===== config.mk =====
export PLATFORM = sky130hd
export DESIGN_NAME = cascaded_prescaled_timer_bank
export DESIGN_NICKNAME = d
export VERILOG_FILES = /design/src/rtl/cptb_pkg.sv /design/src/rtl/cascaded_prescaled_timer_bank.sv
export VERILOG_INCLUDE_DIRS = /design/src /design/src/rtl
export SDC_FILE = /design/constraint.sdc
export NUM_CORES = 1
export LEC_CHECK = 0
export BUFFER_PORTS_ARGS = -buffer_cell sky130_fd_sc_hd__buf_2
export CAP_MARGIN = 20
export CORE_ASPECT_RATIO = 1.75
export CORE_MARGIN = 8
export CORE_UTILIZATION = 65
export DETAILED_ROUTE_END_ITERATION = 10
export GPL_TIMING_DRIVEN = 0
export PLACE_DENSITY = 0.85
export SYNTH_ARGS = -nofsm -noshare
export SYNTH_HDL_FRONTEND = slang
export SYNTH_SLANG_ARGS = --single-unit

===== constraint.sdc =====
create_clock -name clk_i -period 10.25 [get_ports clk_i]
set_clock_uncertainty 0.1 [all_clocks]
set_input_delay 1.025 -clock clk_i [delete_from_list [all_inputs] [get_ports clk_i]]
set_output_delay 1.025 -clock clk_i [all_outputs]
set_load 0.1 [all_outputs]

===== src/rtl/cascaded_prescaled_timer_bank_macros.svh =====
// Assertion macros for the cascaded prescaled timer bank.
// Included by the RTL files that carry concurrent assertions; no other dependencies.
`ifndef CASCADED_PRESCALED_TIMER_BANK_MACROS_SVH
`define CASCADED_PRESCALED_TIMER_BANK_MACROS_SVH
`ifndef NO_ASSERTIONS
// Property must hold at every clock edge outside reset.
`define CPTB_ASSERT(lbl, clk, rst_n, prop) \
  lbl: assert property (@(posedge clk) disable iff (!rst_n) prop) \
    else $error("cptb: assertion failed");
// Condition must never be true outside reset.
`define CPTB_NEVER(lbl, clk, rst_n, cond) \
  lbl: assert property (@(posedge clk) disable iff (!rst_n) !(cond)) \
    else $error("cptb: forbidden condition seen");
`else
`define CPTB_ASSERT(lbl, clk, rst_n, prop)
`define CPTB_NEVER(lbl, clk, rst_n, cond)
`endif
`endif


===== src/rtl/cptb_pkg.sv =====
// Package for the cascaded prescaled timer bank: op codes, control word layout,
// field widths and parameter defaults. No dependencies.
package cptb_pkg;

  localparam int unsigned NUM_TIMERS_DEF = 4;
  localparam int unsigned CYCLE_BITS_DEF = 12;

  localparam int unsigned OP_W    = 3;
  localparam int unsigned IDX_W   = 2;
  localparam int unsigned DATA_W  = 16;
  localparam int unsigned IRQ_W   = 4;
  localparam int unsigned RES_W   = 10;
  localparam int unsigned OUT_W   = ((DATA_W + IRQ_W + 7) / 8) * 8;

  localparam logic [OP_W-1:0] OP_TICK      = 3'd0;
  localparam logic [OP_W-1:0] OP_WR_CTL    = 3'd1;
  localparam logic [OP_W-1:0] OP_WR_RELOAD = 3'd2;
  localparam logic [OP_W-1:0] OP_RD_CTL    = 3'd3;
  localparam logic [OP_W-1:0] OP_RD_COUNT  = 3'd4;

  localparam int unsigned CTL_CASCADE_BIT = 2;
  localparam int unsigned CTL_IRQ_BIT     = 6;
  localparam int unsigned CTL_ENABLE_BIT  = 7;

  localparam logic [1:0] PSC_DIV1    = 2'd0;
  localparam logic [1:0] PSC_DIV64   = 2'd1;
  localparam logic [1:0] PSC_DIV256  = 2'd2;
  localparam logic [1:0] PSC_DIV1024 = 2'd3;

  // Prescaler select to right-shift amount.
  function automatic logic [3:0] psc_shift(input logic [1:0] sel);
    logic [3:0] sh;
    unique case (sel)
      PSC_DIV1:    sh = 4'd0;
      PSC_DIV64:   sh = 4'd6;
      PSC_DIV256:  sh = 4'd8;
      PSC_DIV1024: sh = 4'd10;
      default:     sh = 4'd0;
    endcase
    return sh;
  endfunction

endpackage


===== src/rtl/cascaded_prescaled_timer_bank.sv =====
// Cascaded prescaled timer bank: 16-bit reload timers with prescaler and cascade.
// Depends on cptb_pkg and cascaded_prescaled_timer_bank_macros.svh.
//
//  channel  | signals                          | contents (low bit first)
//  ---------+----------------------------------+----------------------------------------
//  s_axis   | tvalid tready tdata tuser        | tuser: op; tdata: timer_index,
//           |                                  |   write_value, cycles
//  m_axis   | tvalid tready tdata              | tdata: read_data, irq_mask
//
// One request at a time. A register request passes through the REG and FIN states,
// its result is registered at the finish step, and the block returns to idle.
// A tick scans the timers one per cycle, stopping to advance each enabled timer that
// heads a chain; a timer whose count wraps runs a one-bit-per-cycle restoring divider
// (TW = max(CYCLE_BITS,10)+1 quotient bits, 13 by default) plus the ADV, DIVEND and
// CHAIN steps, once per timer reached along the cascade chain.
// Reset clears all timer state at once. The result waits in an output register
// while the next request is taken; a stalled result holds only the finish step.
`include "cascaded_prescaled_timer_bank_macros.svh"

module cascaded_prescaled_timer_bank
  import cptb_pkg::*;
#(
  parameter int unsigned NUM_TIMERS = NUM_TIMERS_DEF,
  parameter int unsigned CYCLE_BITS = CYCLE_BITS_DEF
) (
  input  logic                                         clk_i,
  input  logic                                         rst_ni,
  input  logic                                         s_axis_tvalid,
  output logic                                         s_axis_tready,
  // timer_index[1:0], write_value[17:2], cycles[CYCLE_BITS+17:18], zero pad
  input  logic [((IDX_W+DATA_W+CYCLE_BITS+7)/8)*8-1:0] s_axis_tdata,
  // op[2:0]
  input  logic [OP_W-1:0]                              s_axis_tuser,
  output logic                                         m_axis_tvalid,
  input  logic                                         m_axis_tready,
  // read_data[15:0], irq_mask[19:16], zero pad
  output logic [OUT_W-1:0]                             m_axis_tdata
);

  localparam int unsigned TW    = ((CYCLE_BITS > RES_W) ? CYCLE_BITS : RES_W) + 1;
  localparam int unsigned CMP_W = (TW > 17) ? TW : 17;
  localparam int unsigned IW    = (NUM_TIMERS > 1) ? $clog2(NUM_TIMERS) : 1;
  localparam int unsigned CW    = $clog2(NUM_TIMERS + 1);
  localparam int unsigned BC_W  = $clog2(TW + 1);

  localparam logic [2:0] ST_IDLE   = 3'd0;
  localparam logic [2:0] ST_REG    = 3'd1;
  localparam logic [2:0] ST_SCAN   = 3'd2;
  localparam logic [2:0] ST_ADV    = 3'd3;
  localparam logic [2:0] ST_DIV    = 3'd4;
  localparam logic [2:0] ST_DIVEND = 3'd5;
  localparam logic [2:0] ST_CHAIN  = 3'd6;
  localparam logic [2:0] ST_FIN    = 3'd7;

  logic [2:0]            state_q, state_d;
  logic [CW-1:0]         cur_q, cur_d;
  logic [OP_W-1:0]       op_q, op_d;
  logic                  vld_q, vld_d;
  logic [DATA_W-1:0]     val_q, val_d;
  logic [CYCLE_BITS-1:0] cyc_q, cyc_d;
  logic [DATA_W-1:0]     rd_q, rd_d;
  logic [IRQ_W-1:0]      irq_q, irq_d;
  logic [TW-1:0]         n_q, n_d;
  logic [TW-1:0]         dvd_q, dvd_d;
  logic [16:0]           rem_q, rem_d;
  logic [16:0]           per_q, per_d;
  logic [BC_W-1:0]       bcnt_q, bcnt_d;
  logic                  m_valid_q, m_valid_d;
  logic [OUT_W-1:0]      m_data_q, m_data_d;

  logic [DATA_W-1:0] cnt_q [NUM_TIMERS];
  logic [DATA_W-1:0] rld_q [NUM_TIMERS];
  logic [DATA_W-1:0] ctl_q [NUM_TIMERS];
  logic [RES_W-1:0]  res_q [NUM_TIMERS];

  logic              cnt_we, rld_we, ctl_we, res_we;
  logic [DATA_W-1:0] cnt_wd, rld_wd, ctl_wd;
  logic [RES_W-1:0]  res_wd;

  logic [IW-1:0]     ix;
  logic              cur_ok;
  logic [DATA_W-1:0] cnt_rd, rld_rd, ctl_rd;
  logic [RES_W-1:0]  res_rd;
  logic [16:0]       wrap;
  logic [TW-1:0]     total;
  logic [3:0]        sh;
  logic [17:0]       rem_sh;
  logic              s_idx_ok;

  assign s_axis_tready = (state_q == ST_IDLE);
  assign m_axis_tvalid = m_valid_q;
  assign m_axis_tdata  = m_data_q;

  // Shared read port: every timer array is looked up at the single cursor.
  assign ix     = cur_q[IW-1:0];
  assign cur_ok = (cur_q < CW'(NUM_TIMERS));
  assign cnt_rd = cur_ok ? cnt_q[ix] : '0;
  assign rld_rd = cur_ok ? rld_q[ix] : '0;
  assign ctl_rd = cur_ok ? ctl_q[ix] : '0;
  assign res_rd = cur_ok ? res_q[ix] : '0;

  assign wrap     = 17'h10000 - {1'b0, cnt_rd};
  assign total    = TW'(res_rd) + TW'(cyc_q);
  assign sh       = psc_shift(ctl_rd[1:0]);
  assign rem_sh   = {rem_q, dvd_q[TW-1]};
  assign s_idx_ok = (32'(s_axis_tdata[IDX_W-1:0]) < 32'(NUM_TIMERS));

  always_comb begin
    state_d   = state_q;
    cur_d     = cur_q;
    op_d      = op_q;
    vld_d     = vld_q;
    val_d     = val_q;
    cyc_d     = cyc_q;
    rd_d      = rd_q;
    irq_d     = irq_q;
    n_d       = n_q;
    dvd_d     = dvd_q;
    rem_d     = rem_q;
    per_d     = per_q;
    bcnt_d    = bcnt_q;
    m_data_d  = m_data_q;
    m_valid_d = m_valid_q && !m_axis_tready;
    cnt_we    = 1'b0;
    rld_we    = 1'b0;
    ctl_we    = 1'b0;
    res_we    = 1'b0;
    cnt_wd    = cnt_rd;
    rld_wd    = rld_rd;
    ctl_wd    = ctl_rd;
    res_wd    = res_rd;

    unique case (state_q)
      ST_IDLE: begin
        if (s_axis_tvalid) begin
          op_d  = s_axis_tuser;
          vld_d = s_idx_ok;
          val_d = s_axis_tdata[IDX_W +: DATA_W];
          cyc_d = s_axis_tdata[IDX_W+DATA_W +: CYCLE_BITS];
          rd_d  = '0;
          irq_d = '0;
          if (s_axis_tuser == OP_TICK) begin
            cur_d   = '0;
            state_d = ST_SCAN;
          end else begin
            cur_d   = CW'(s_axis_tdata[IDX_W-1:0]);
            state_d = ST_REG;
          end
        end
      end

      ST_REG: begin
        if (vld_q && cur_ok) begin
          unique case (op_q)
            OP_WR_CTL: begin
              ctl_we = 1'b1;
              ctl_wd = val_q;
              // Turning enable on restarts the prescaler and loads the reload value.
              if (!ctl_rd[CTL_ENABLE_BIT] && val_q[CTL_ENABLE_BIT]) begin
                res_we = 1'b1;
                res_wd = '0;
                cnt_we = 1'b1;
                cnt_wd = rld_rd;
              end
            end
            OP_WR_RELOAD: begin
              rld_we = 1'b1;
              rld_wd = val_q;
              if (!ctl_rd[CTL_ENABLE_BIT]) begin
                cnt_we = 1'b1;
                cnt_wd = val_q;
              end
            end
            OP_RD_CTL:   rd_d = ctl_rd;
            OP_RD_COUNT: rd_d = cnt_rd;
            default: ;
          endcase
        end
        state_d = ST_FIN;
      end

      ST_SCAN: begin
        if (!cur_ok) begin
          state_d = ST_FIN;
        end else if (ctl_rd[CTL_ENABLE_BIT] &&
                     (cur_q == '0 || !ctl_rd[CTL_CASCADE_BIT])) begin
          res_we  = 1'b1;
          res_wd  = RES_W'(total & ((TW'(1) << sh) - TW'(1)));
          n_d     = total >> sh;
          state_d = ST_ADV;
        end else begin
          cur_d = cur_q + CW'(1);
        end
      end

      ST_ADV: begin
        if (CMP_W'(n_q) < CMP_W'(wrap)) begin
          cnt_we  = 1'b1;
          cnt_wd  = cnt_rd + 16'(n_q);
          // Chain ends here; the scan then skips timers that are disabled or cascaded.
          cur_d   = cur_q + CW'(1);
          state_d = ST_SCAN;
        end else begin
          dvd_d   = n_q - TW'(wrap);
          rem_d   = '0;
          per_d   = 17'h10000 - {1'b0, rld_rd};
          bcnt_d  = '0;
          state_d = ST_DIV;
        end
      end

      ST_DIV: begin
        // Restoring division, one quotient bit per cycle.
        if (rem_sh >= {1'b0, per_q}) begin
          rem_d = 17'(rem_sh - {1'b0, per_q});
          dvd_d = {dvd_q[TW-2:0], 1'b1};
        end else begin
          rem_d = rem_sh[16:0];
          dvd_d = {dvd_q[TW-2:0], 1'b0};
        end
        bcnt_d = bcnt_q + BC_W'(1);
        if (bcnt_q == BC_W'(TW - 1)) begin
          state_d = ST_DIVEND;
        end
      end

      ST_DIVEND: begin
        cnt_we = 1'b1;
        cnt_wd = rld_rd + rem_q[DATA_W-1:0];
        if (ctl_rd[CTL_IRQ_BIT]) begin
          for (int i = 0; i < IRQ_W; i++) begin
            if (int'(cur_q) == i) begin
              irq_d[i] = 1'b1;
            end
          end
        end
        n_d     = dvd_q + TW'(1);
        cur_d   = cur_q + CW'(1);
        state_d = ST_CHAIN;
      end

      ST_CHAIN: begin
        if (!cur_ok) begin
          state_d = ST_FIN;
        end else if (ctl_rd[CTL_ENABLE_BIT] && ctl_rd[CTL_CASCADE_BIT]) begin
          state_d = ST_ADV;
        end else begin
          state_d = ST_SCAN;
        end
      end

      ST_FIN: begin
        if (!m_valid_q || m_axis_tready) begin
          m_valid_d = 1'b1;
          m_data_d  = OUT_W'({irq_q, rd_q});
          state_d   = ST_IDLE;
        end
      end

      default: state_d = ST_IDLE;
    endcase
  end

  always_ff @(posedge clk_i or negedge rst_ni) begin
    if (!rst_ni) begin
      state_q   <= ST_IDLE;
      cur_q     <= '0;
      m_valid_q <= 1'b0;
      for (int i = 0; i < NUM_TIMERS; i++) begin
        cnt_q[i] <= '0;
        rld_q[i] <= '0;
        ctl_q[i] <= '0;
        res_q[i] <= '0;
      end
    end else begin
      state_q   <= state_d;
      cur_q     <= cur_d;
      m_valid_q <= m_valid_d;
      if (cnt_we) begin
        cnt_q[ix] <= cnt_wd;
      end
      if (rld_we) begin
        rld_q[ix] <= rld_wd;
      end
      if (ctl_we) begin
        ctl_q[ix] <= ctl_wd;
      end
      if (res_we) begin
        res_q[ix] <= res_wd;
      end
    end
  end

  always_ff @(posedge clk_i) begin
    op_q     <= op_d;
    vld_q    <= vld_d;
    val_q    <= val_d;
    cyc_q    <= cyc_d;
    rd_q     <= rd_d;
    irq_q    <= irq_d;
    n_q      <= n_d;
    dvd_q    <= dvd_d;
    rem_q    <= rem_d;
    per_q    <= per_d;
    bcnt_q   <= bcnt_d;
    m_data_q <= m_data_d;
  end

  `CPTB_ASSERT(a_busy_after_accept, clk_i, rst_ni, (s_axis_tvalid && s_axis_tready) |=> !s_axis_tready)
  `CPTB_ASSERT(a_rem_below_period, clk_i, rst_ni, (state_q == ST_DIV) |-> (rem_q < per_q))
  `CPTB_NEVER(a_cursor_range, clk_i, rst_ni, cur_q > CW'(NUM_TIMERS))
  `CPTB_ASSERT(a_result_from_finish, clk_i, rst_ni, $rose(m_valid_q) |-> $past(state_q == ST_FIN))

endmodule

; ---- Word-level counts from Yosys, hierarchy flattened
; Index checks and enable logic that the tools add are counted.
[word_totals]
register_bits = 374
latchBits = 0
mem_bits_rw = 0
mem_bits_ro = 0
output_inout_bits = 26
word_cells = 221
memories = 0
[op_classes]
addsub = 11
mul = 0
div = 0
magnitude_cmp = 5
eq_ne = 34
shift = 2
n_mux = 100
bitwise_logic = 3
reduce_logical = 33
[ops]
columns = cell, n
row1 = $mux 16, 22
row2 = $bwmux 64, 3
row3 = $bmux 16 s2, 3
row4 = $pmux 16 s2, 3
row5 = $mux 10, 9
row6 = $pmux 13 s2, 2
row7 = $pmux 16 s3, 1
row8 = $bwmux 40, 1
row9 = $mux 13, 3
row10 = $mux 17, 2
row11 = $pmux 17 s2, 1
row12 = $sub 17x16->17 const A, 2
row13 = $mux 3, 11
row14 = $demux 16 s2, 1
row15 = $ne 2x2->1 const B, 14
row16 = $pmux 3 s8, 1
row17 = $reduce_and 4->1, 6
row18 = $mux 1, 22
row19 = $eq 3x3->1 const B, 7
row20 = $bmux 10 s2, 1
row21 = $demux 10 s2, 1
row22 = $pmux 10 s2, 1
row23 = $ge 18x17->1, 1
row24 = $lt 13x17->1, 1
row25 = 41 further kinds, 69

; ---- Longest topological paths before layout
; Gate-level depths: netlist of run 1.
[depth]
depth_word = 14
depth_mapped = 25
mapped_depth_nobuf = 20

; ---- Worst setup path after synthesis of run 1
; No wires, ideal clock.
[synth_timing]
path_kind = reg-to-reg
start = reg cur_q[0]
end = reg bcnt_q[0], enable pin
t_arrival_ns = 6.306
path_slack_ns = 3.372
stages_incl_launch_ff = 24
path_buffers = 5
synth_period_minus_slack_ns = 6.878
cell_sequence = dfrtp_1 -> buf_4 -> buf_6 -> mux4_2 -> and2_1 -> clkbuf_1 -> inv_1 -> ha_1 -> inv_1 -> a21oi_1 -> o21ai_1 -> o21ai_0 -> o31ai_1 -> ha_1 -> a21o_1 -> nand2_1 -> inv_1 -> a41oi_1 -> o21ai_0 -> and3_1 -> buf_2 -> clkbuf_1 -> inv_1 -> o21ai_0
[synth_between]
elab_chain_cells = 9
[synth_rtl]
columns = item, line_no
row1 = start: declaration, cascaded_prescaled_timer_bank.sv:56  ; logic [CW-1:0] cur_q, cur_d;
row2 = start signal: assignment, cascaded_prescaled_timer_bank.sv:277  ; cur_q <= cur_d;
row3 = $not 2->3 (not written as such), cascaded_prescaled_timer_bank.sv:97  ; assign cnt_rd = cur_ok ? cnt_q[ix] : '0;
row4 = $bmux 16 s2, cascaded_prescaled_timer_bank.sv:97
row5 = $mux 16 (not written as such) (2 in series), cascaded_prescaled_timer_bank.sv:97
row6 = $mux 16 *, cascaded_prescaled_timer_bank.sv:97
row7 = $sub 17x16->17 *, cascaded_prescaled_timer_bank.sv:102  ; assign wrap = 17'h10000 - {1'b0, cnt_rd};
row8 = $lt 13x17->1 *, cascaded_prescaled_timer_bank.sv:197  ; if (CMP_W'(n_q) < CMP_W'(wrap)) begin
row9 = $ne 2x2->1 (no source line) *, -
row10 = $reduce_and 2->1 (no source line) *, -
row11 = end signal: assignment, cascaded_prescaled_timer_bank.sv:305  ; bcnt_q <= bcnt_d;
row12 = end: declaration, cascaded_prescaled_timer_bank.sv:67  ; logic [BC_W-1:0] bcnt_q, bcnt_d;
; Every way passes the cells marked *; elsewhere a longest branch is shown, timed or not. The select of a mux whose other input is x is not followed.
; A chain may end at the register's enable or synchronous reset.

; ---- Worst setup path after layout of run 1
[layout_timing]
start = reg cur_q[1]
end = reg dvd_q[11], enable pin
[layout_between]
elab_chain_cells = 9
[layout_rtl]
columns = item, line_no
row1 = $not 2->3 (not written as such), cascaded_prescaled_timer_bank.sv:97
row2 = $bmux 16 s2, cascaded_prescaled_timer_bank.sv:97
row3 = $mux 16 (not written as such) (2 in series), cascaded_prescaled_timer_bank.sv:97
row4 = $mux 16 *, cascaded_prescaled_timer_bank.sv:97
row5 = $sub 17x16->17 *, cascaded_prescaled_timer_bank.sv:102
row6 = $lt 13x17->1 *, cascaded_prescaled_timer_bank.sv:197
row7 = $ne 2x2->1 (no source line) *, -
row8 = $reduce_and 2->1 (no source line) *, -
row9 = end signal: assignment, cascaded_prescaled_timer_bank.sv:302  ; dvd_q <= dvd_d;
row10 = end: declaration, cascaded_prescaled_timer_bank.sv:64  ; logic [TW-1:0] dvd_q, dvd_d;
; Marks and branches as above.

==> metrics, run 1 <==
status=complete, no violations; drt drc=0; FF+latch count, synth=374; Warnings, synthesis=0; Pwr Density=293 nW/um^2; first-pass GRT wire length=100 mm; root buf cell=clkbuf_16; Iter 0 DRT Violations=1548; ANT nets after route=0; cts bufs inserted=34; setup slack, reg-to-reg=2.71 ns; placement-stage cell area=22100 um^2; post-CTS resize count=0; Worst Path Max Fanout=19; Starting Density=65.8%; routed vias/inst=6.70; Slowest cell on crit path=o21ai_0; synthesized area=21100 um^2; Clock Pin Slew Worst Setup and Hold Paths=0.07 ns; core footprint=32100 um^2; ys flop type=dfrtp_1; top cells by instance count after synthesis=nand2_1 (327), dfrtp_1 (239), o21ai_0 (139); Tmin final=7.54 ns; std cell rows=87; hold_ws=0.324 ns; WP data required=10.40 ns; R2R Path End=dvd_q[11]$_DFFE_PP_; Worst-Skew Late Latency=0.55 ns; cell area after layout=23200 um^2; # setup viols final=0; Die Y=255 um; maximum clock insertion buffer count=3; Hold Crit Depth=0; syn_area_per_cell=10.5 um^2; max-slew violation count=0; Max-Cap Viols=0; CTS sink cnt=374; Critical Setup Path Class=reg2reg; cell with the most instances after synthesis=nand2_1; Area growth, synth to finish=9.55%; Tot GR Track Use=33.9%; fmax=0.133 GHz; HP Start=rd_q[1]$_SDFFCE_PN0P_; number of global-route vias before repair=17735; gpl congestion=1.09; Mapped Cells=2017; ranking of synthesized cells by area=dfrtp_1 (28%), edfxtp_1 (19%), nand2_1 (5.8%); leak pwr=10.2 nW; antenna violations before repair=1; Critical Path End Type=register; Hold Path End=m_axis_tdata[1]$_DFFE_PP_; VDD IR max=0.198 mV; Final Hold Viols=0; H-tree Lvls=2; IO Pins=65; type of the worst min-delay path=reg2reg; RSZ-0062 raised after global routing=false; CTS tree=done; worst slew pin tran=1.20 ns; CTS Hold Buffers Added=0; async set or reset register ratio after synthesis=63.9%; dpl hpwl=49.0 mm; Worst setup SP type=register; Final Cycle Share=73.6%; sequential share of the synthesized area=47.5%; Worst Path Arrival=7.70 ns; fill cell count=2237; Die Footprint=38800 um^2; number of setup buffers added after CTS=0; DR WL/cell=25.7 um; Overflow after GRT=0; drt pass-1 iters=6; Vias=17069; CP max stage delay=0.78 ns; layout cells sized above 1=13.2%; worst-case reg-to-reg path depth=20; area leader, netlist=dfrtp_1; Die Wd=152 um; library cells used by synthesis=77; Post-Route WL=65.4 mm; worst relative slew slack=18.1%; Worst R2R Start=cur_q[1]$_DFFE_PN0P_; top cell type's share of synthesized area=28.3%; Sum Neg Setup Slack=0 ns; worst-path cell chain=clkbuf_1 -> mux4_2 -> and2_1 -> clkbuf_1 -> inv_1 -> ha_1 -> inv_1 -> a21oi_1 -> o21ai_1 -> o41ai_1 -> o21ai_0 -> ha_1 -> nand3_1 -> o21ai_0 -> and3_1 -> buf_2 -> clkbuf_1 -> inv_1 -> o21ai_4 -> buf_16; number of port buffers=58; # nets final=2242; Post-synth EDFFs=135; pin count of the biggest net entering global routing=124
routing by layer:
layer  GRT usage, %  up-vias  share of wire [%]
li1               -     7550                  -
met1           35.5     8236                 33
met2           58.1      937                 49
met3           6.38      346                7.7
met4           30.4        0                 10
met5              0        -                  0
cells by family (layout without fill, tap and decap cells):
family	count (synthesis)	in the layout	share of synthesized area (%)
and+or+nand+nor	654	654	14.2
AOI/OAI and AO/OA	443	443	13.0
DFF	374	374	47.5
muxes	199	199	13.3
buffers and inverters	185	309	3.68
adders and majority gates	84	84	5.15
xor gates and xnor gates	77	77	3.19
other	1	6	0.0177
cells in the final DEF, fill, tap and decap left out, types with 31 or more instances in the layout:
cell and n:
a21oi_1 102, and2_1 32, buf_2 67, clkbuf_1 85, clkbuf_16 36, dfrtp_1 239
edfxtp_1 135, ha_1 79, inv_1 65, mux2_1 52, mux2_2 68, mux4_2 53
nand2_1 327, nand3_1 41, nand4_1 49, nor2_1 98, nor3_1 31, o21ai_0 138
xnor2_1 39, xor2_1 38
per-stage QoR:
stage	cells	util (%)	setup WS (ns)	total power, mW
after CTS	2544	72.1	3.08	6.68
after floorplan	2020	-	3.37	4.36
after global placement	2478	68.3	0.357	5.27
after detailed placement	2483	68.7	3.10	5.41
final	2546	72.1	2.71	6.79
after global routing	2544	72.1	2.41	7.08
worst max-delay path: cells and delay by family (launching register included):
family	cells	cell delay, ns
buf+inv	8	2.10
mux	1	0.50
compound gates	6	2.76
flops	1	0.48
simple gates	3	0.56
fa+ha+maj	2	0.72
sequential cells by signal, summed over array words and instances (netlist names):
register,count
bcnt_q,4
res_q,40
cnt_q,64
cur_q,3
rd_q,16
ctl_q,64
rld_q,64
m_axis_tvalid,1
irq_q,4
dvd_q,13
val_q,16
cyc_q,12
op_q,3
m_axis_tdata,20
n_q,13
rem_q,17
per_q,17
state_q,3
layout make-up:
| cell class | instances | area, um^2 | share of cell area (%) |
|---|---|---|---|
| multi-input cells | 1461 | 10300 | 44.7 |
| well taps | 400 | 500 | 2.16 |
| plain buffers | 118 | 527 | 2.28 |
| diodes | 2 | 5.00 | 0.0216 |
| clock buffers | 44 | 955 | 4.12 |
| flip-flops and latches | 374 | 10000 | 43.3 |
| inverters | 67 | 251 | 1.09 |
| clock inverters | 17 | 135 | 0.584 |
| repair buffers | 63 | 398 | 1.72 |
worst max path at each step:
| stage | cells after the start | to | slack (ns) | startpoint |
|---|---|---|---|---|
| 2_1_floorplan | 23 | bcnt_q[0]$_SDFFCE_PN0P_ | 3.37 | cur_q[0]$_DFFE_PN0P_ |
| 3_3_place_gp | 21 | rem_q[11]$_SDFFCE_PN0P_ | 0.36 | cur_q[1]$_DFFE_PN0P_ |
| 3_5_place_dp | 22 | dvd_q[9]$_DFFE_PP_ | 3.10 | cur_q[2]$_DFFE_PN0P_ |
| 4_1_cts | 22 | rem_q[1]$_SDFFCE_PN0P_ | 3.08 | cur_q[2]$_DFFE_PN0P_ |
| 5_1_grt | 22 | dvd_q[12]$_DFFE_PP_ | 2.41 | cur_q[2]$_DFFE_PN0P_ |
| 6_report | 20 | dvd_q[11]$_DFFE_PP_ | 2.71 | cur_q[1]$_DFFE_PN0P_ |
report_power, final:
part	internal, mW	total (mW)	switching (mW)
logic	1.18	3.42	2.25
clock network	0.692	1.27	0.575
registers	1.91	2.10	0.182
total	3.78	6.79	3.01
(Power assumes the default switching activity.)
==> run 2: changes to the inputs <==
Settings changed: ABC_AREA from default to 1, CORE_UTILIZATION 65 to 63, PLACE_DENSITY 0.85 to 0.83.
Clock period 10.25 ns to 7.6 ns, I/O delays scaled along.
==> run 2 against run 1 <==
Against the previous run:
- die area increased by 5.8%
- sequential share of layout area decreased by 1.4 points
- cell count grew 30%
- maximum frequency increased by 26%
- first-iteration DRC count increased by 37%
- hold slack got worse by 0.18 ns
- setup slack worse by 1.1 ns
- via count increased by 23%
- cell area increased by 3.5%
- synthesized cell count grew 35%
- sequential cell count stayed put
- global-route usage grew 4.8 points
- critical endpoint is now n_q[2]$_DFFE_PP_
==> metrics, run 2 <==
Worst setup SP type=register; most frequent cells in the layout=nand2_1 (763), o21ai_0 (362), dfrtp_1 (239); commonest non-fill, non-tap cell in the layout=nand2_1; root buf cell=clkbuf_16; std cell rows=90; top cells by instance count after synthesis=nand2_1 (764), o21ai_0 (362), dfrtp_1 (239); FF+latch count, synth=374; Iter 0 DRT Violations=2126; synthesized area=21800 um^2; Final Cycle Share=78.8%; worst slew pin tran=1.01 ns; Warnings, synthesis=0; Worst-Skew Late Latency=0.57 ns; cell with the most instances after synthesis=nand2_1; Tot GR Track Use=38.7%; Die Y=262 um; drt pass-1 iters=6; IO Pins=65; fill cell count=2821; post-CTS resize count=0; routed vias/inst=6.34; async set or reset register ratio after synthesis=63.9%; diodes inserted=0; Max-Cap Viols=0; cell family with most CP delay=buffers and inverters; Mapped Cells=2715; Worst Path Max Fanout=10; ys flop type=dfrtp_1; max-slew violation count=0; Overflow after GRT=0; number of setup buffers added after CTS=0; ANT nets after route=0; CTS Hold Buffers Added=0; Area growth, synth to finish=9.99%; Synth Area in XOR/XNOR=2.82%; CP max stage delay=0.67 ns; Clock Pin Slew Worst Setup and Hold Paths=0.07 ns; biggest regs=cnt_q: 64 flops, ctl_q: 64 flops, rld_q: 64 flops; CTS sink cnt=374; gpl congestion=1.05; WP data required=7.78 ns; syn_area_per_cell=8.02 um^2; worst relative slew slack=32.6%; # setup viols final=0; pin count of the biggest net entering global routing=122; Starting Density=63.6%; core footprint=34200 um^2; Reg area=10000 um^2; Critical Setup Path Class=reg2reg; Final Hold Viols=0; first-pass GRT wire length=119 mm; setup slack, reg-to-reg=1.61 ns; post-synthesis mux area share=0%; # nets final=2940; maximum clock insertion buffer count=3; number of port buffers=58; Tmin final=5.99 ns; area leader, netlist=dfrtp_1; Die Footprint=41000 um^2; largest family of logic cells by synthesized area=simple AND/OR/NAND/NOR gates; Die Wd=157 um; Worst Path Arrival=6.17 ns; H-tree Lvls=2; Post-Route WL=78.9 mm; post-synthesis simple-gate area fraction=24.0%; RSZ-0062 raised after global routing=false; Critical Path End Type=register; Post-synth EDFFs=135; layout cells sized above 1=8.09%; CTS tree=done; worst-path cell chain=buf_2 -> clkbuf_1 -> clkbuf_1 -> buf_1 -> nor2_1 -> o21ai_0 -> a21oi_1 -> ha_1 -> fa_1 -> a21oi_1 -> o21bai_1 -> nand2_1 -> nand2_1 -> nand2_1 -> nand2_1 -> a21oi_1 -> xor2_1 -> nand2_1 -> o21ai_0 -> nor2_1 -> o21ai_0 -> o21ai_0; ranking of synthesized cells by area=dfrtp_1 (27%), edfxtp_1 (19%), nand2_1 (13%); Sum Neg Setup Slack=0 ns; sequential share of the synthesized area=46.1%; antenna violations before repair=0; Vias=20930; post-synthesis adder-cell area fraction=5.00%; DR WL/cell=23.9 um; CP bufs+invs=4; cts bufs inserted=35; status=complete, no violations; top cell type's share of synthesized area=27.5%; area of the multi-input gates=10400 um^2; type of the worst min-delay path=in2async; fmax=0.167 GHz; Slowest cell on crit path=dfrtp_1; compound-cell area share of the yosys netlist=15.9%; dpl hpwl=59.1 mm; number of global-route vias before repair=20700; library cells used by synthesis=53; Crit path top cell by count=nand2_1; drt drc=0
-- run 2: cells by family after synthesis --
kind of cell | Yosys count
flops | 374
other cells | 1
fa+ha+maj | 84
buf+inv | 315
xor+xnor | 70
simple gates | 1230
compound gates | 641
-- run 2: worst paths after layout --
kind,startpoint,end,depth (start not counted)
setup / recovery,cur_q[1]$_DFFE_PN0P_,n_q[2]$_DFFE_PP_,22
hold / removal,rst_ni,cnt_q[44]$_DFFE_PN0P_,1
setup reg to reg,cur_q[1]$_DFFE_PN0P_,n_q[2]$_DFFE_PP_,22
hold reg to reg,rd_q[6]$_SDFFCE_PN0P_,m_axis_tdata[6]$_DFFE_PP_,0
max in group asynchronous,rst_ni,m_axis_tvalid$_DFF_PN0_,2
min in group clk_i,s_axis_tdata[9],val_q[7]$_DFFE_PP_,1
-- run 2: metrics by stage --
step / std cells / cell area, um^2 / setup slack [ns] / hold WS [ns] / util (%)
after floorplan: 2718 / 21800 / 2.98 / 0.300 / -
after global placement: 3236 / 22700 / 1.52 / 0.306 / 66.2
after detailed placement: 3240 / 22800 / 1.87 / 0.309 / 66.5
after CTS: 3302 / 24000 / 1.86 / 0.236 / 70.0
after global routing: 3302 / 24000 / 1.33 / 0.239 / 70.0
final: 3302 / 24000 / 1.61 / 0.145 / 70.0
-- run 2: final cells by class --
type | count | share of cell area, %
Timing Repair Buffer | 62 | 1.57
Clock buffer | 45 | 4.15
Buffer | 122 | 2.52
Sequential cell | 374 | 41.9
Multi-Input combinational cell | 2029 | 43.5
Clock inverter | 17 | 0.872
Inverter | 193 | 3.09
Tap cell | 460 | 2.40
-- run 2: metal layers --
metal	vias up	GRT usage (%)	routed length, um
met2	1358	64.8	38300
met3	484	7.66	7450
met4	0	35.3	8310
met5	-	0	0
li1	9356	-	-
met1	9732	40.4	24900
-- run 2: worst reg2reg max path, delay by kind of cell (launching register included) --
family / cells / cell delay, ns
xor+xnor: 1 / 0.32
fa+ha+maj: 2 / 0.72
flops: 1 / 0.67
simple gates: 7 / 0.52
buf+inv: 4 / 2.02
compound gates: 8 / 1.38
Power of run 2 is left out: the tool's default activity adds up to more than one toggle a clock period on the data nets, which glitch-free logic cannot reach.
==> run 3: changes to the inputs <==
Settings changed: ABC_AREA 1 to 0, CORE_UTILIZATION 63 to 57, PLACE_DENSITY 0.83 to 0.79.
Clock period 7.6 ns to 5.15 ns, I/O delays scaled along.
==> run 3 against run 2 <==
Against the previous run:
- cell count decreased by 19%
- via count decreased by 18%
- register-to-register slack got worse by 1.6 ns
- critical path type unchanged
- maximum frequency increased by 16%
- critical path depth decreased by 3
==> metrics, run 3 (synthesized netlist as in run 1, its figures left out) <==
number of port buffers=58; WP depth=19; Die Wd=162 um; Crit. Startpoint=cur_q[0]$_DFFE_PN0P_; Critical Setup Path Class=reg2reg; Pint=8.18 mW; Cells after DPL=2556; maximum clock insertion buffer count=3; final core utilization=65.7%; status=complete, no violations; Area growth, synth to finish=14.0%; worst slew pin tran=1.13 ns; Max-Cap Viols=0; # nets final=2281; biggest regs=cnt_q: 64 flops, ctl_q: 64 flops, rld_q: 64 flops; number of global-route vias before repair=17832; cts bufs inserted=36; cell family with most CP delay=compound AO/OA/AOI/OAI gates; type of the worst min-delay path=in2reg; CTS tree=done; CP bufs+invs=3; layout cells sized above 1=17.3%; commonest non-fill, non-tap cell in the layout=nand2_1; most frequent cells in the layout=nand2_1 (326), dfrtp_1 (238), edfxtp_1 (135); Vias=17210; Critical Path End Type=register; VDD IR max=0.427 mV; crit path capture=cur_q[1]$_DFFE_PN0P_; Crit path top cell by count=a21o_1; Post-Layout Cell Count=2660; Tot Pwr=14.6 mW; Clock Pin Slew Worst Setup and Hold Paths=0.07 ns; gpl congestion=1.06; Starting Density=57.7%; H-tree Lvls=2; Slowest cell on crit path=mux4_2; antenna violations before repair=1; Worst setup SP type=register; Worst R2R Start=cur_q[0]$_DFFE_PN0P_; # setup viols final=0; worst-case reg-to-reg path depth=19; hold_ws=0.0433 ns; Post-Route WL=68.0 mm; Worst-Skew Late Latency=0.55 ns; drt pass-1 iters=6; Tot GR Track Use=30.7%; ANT nets after route=0; diodes inserted=0; Worst Path Arrival=5.47 ns; drt drc=0; DR WL/cell=25.6 um; Die Footprint=43700 um^2; Gate power share=53.7%; R2R Path End=cur_q[1]$_DFFE_PN0P_; Tmin final=5.14 ns; switching share of power=44.1%; Overflow after GRT=0; routed vias/inst=6.47; max-slew violation count=0; Sum Neg Setup Slack=0 ns; fill cell count=2785; sequential share of power=28.5%; root buf cell=clkbuf_16; Clk pwr share=17.7%; fmax=0.194 GHz; worst relative slew slack=22.7%; WP data required=5.48 ns; dpl hpwl=49.7 mm; leak pwr=10.5 nW; Final Hold Viols=0; CTS sink cnt=374; std cell rows=93; Pwr Density=608 nW/um^2; Worst Path Max Fanout=8; Iter 0 DRT Violations=1475; core footprint=36700 um^2; CP max stage delay=0.62 ns; worst-path cell chain=buf_6 -> buf_12 -> mux4_2 -> or3_1 -> nor2_4 -> o21ai_4 -> o41ai_2 -> o21ai_2 -> ha_1 -> a21o_1 -> a21o_1 -> a21oi_1 -> o21ai_2 -> and3_4 -> buf_4 -> o21ai_1 -> a21o_1 -> o211ai_1 -> o31a_1; IO Pins=65; Sw Pwr=6.46 mW; first-pass GRT wire length=103 mm; Final Cycle Share=99.9%; Die Y=271 um; pin count of the biggest net entering global routing=135; setup slack, reg-to-reg=0.006 ns
## run 3: layer usage
metal / GRT usage (%) / wire [um]
met4: 24.8 / 6570
met1: 33.0 / 23400
met2: 52.8 / 33700
met3: 4.59 / 4320
met5: 0 / 0
## run 3: per-stage QoR
step | cell area (um^2) | setup slack (ns)
after CTS | 23600 | 0.00705
after global placement | 22000 | -2.06
after global routing | 24100 | -0.0628
after detailed placement | 22100 | -2.18
final | 24100 | 0.00627
after floorplan | 21200 | 0.0454
## run 3: area by class of cell
class | count | area (um^2) | area share, %
Timing Repair Buffer | 101 | 758 | 3.15
Buffer | 116 | 627 | 2.60
Multi-Input combinational cell | 1462 | 10700 | 44.3
Sequential cell | 374 | 10000 | 41.7
Clock buffer | 48 | 998 | 4.15
Inverter | 67 | 255 | 1.06
Clock inverter | 17 | 138 | 0.571
Tap cell | 475 | 594 | 2.47
## run 3: how the worst min path moves through the flow
| stage | startpoint | endpoint | depth (start not counted) |
|---|---|---|---|
| global placement | rd_q[12]$_SDFFCE_PN0P_ | m_axis_tdata[12]$_DFFE_PP_ | 0 |
| floorplan | rst_ni | cnt_q[0]$_DFFE_PN0P_ | 0 |
| detailed placement | rd_q[11]$_SDFFCE_PN0P_ | m_axis_tdata[11]$_DFFE_PP_ | 0 |
| finish | s_axis_tdata[4] | val_q[2]$_DFFE_PP_ | 1 |
| global route | s_axis_tdata[4] | val_q[2]$_DFFE_PP_ | 1 |
| CTS | s_axis_tdata[4] | val_q[2]$_DFFE_PP_ | 1 |
## run 3: power by group through the flow
stage | logic, mW | registers, mW | clock network, mW
2_1_floorplan | 4.34 | 4.34 | 0
3_3_place_gp | 6.45 | 4.15 | 0
3_5_place_dp | 6.62 | 4.19 | 0
4_1_cts | 7.09 | 4.14 | 2.61
5_1_grt | 8.27 | 4.22 | 2.73
6_report | 7.86 | 4.18 | 2.60
## run 3: what timing repair did
action,4_1_cts,5_1_grt
hold buffers,1,0
gates resized for setup,69,54
gates cloned,1,4
pin swaps,9,10
hold endpoints to repair,105,0
endpoints found under the setup margin,257,116
buffers inserted,16,18
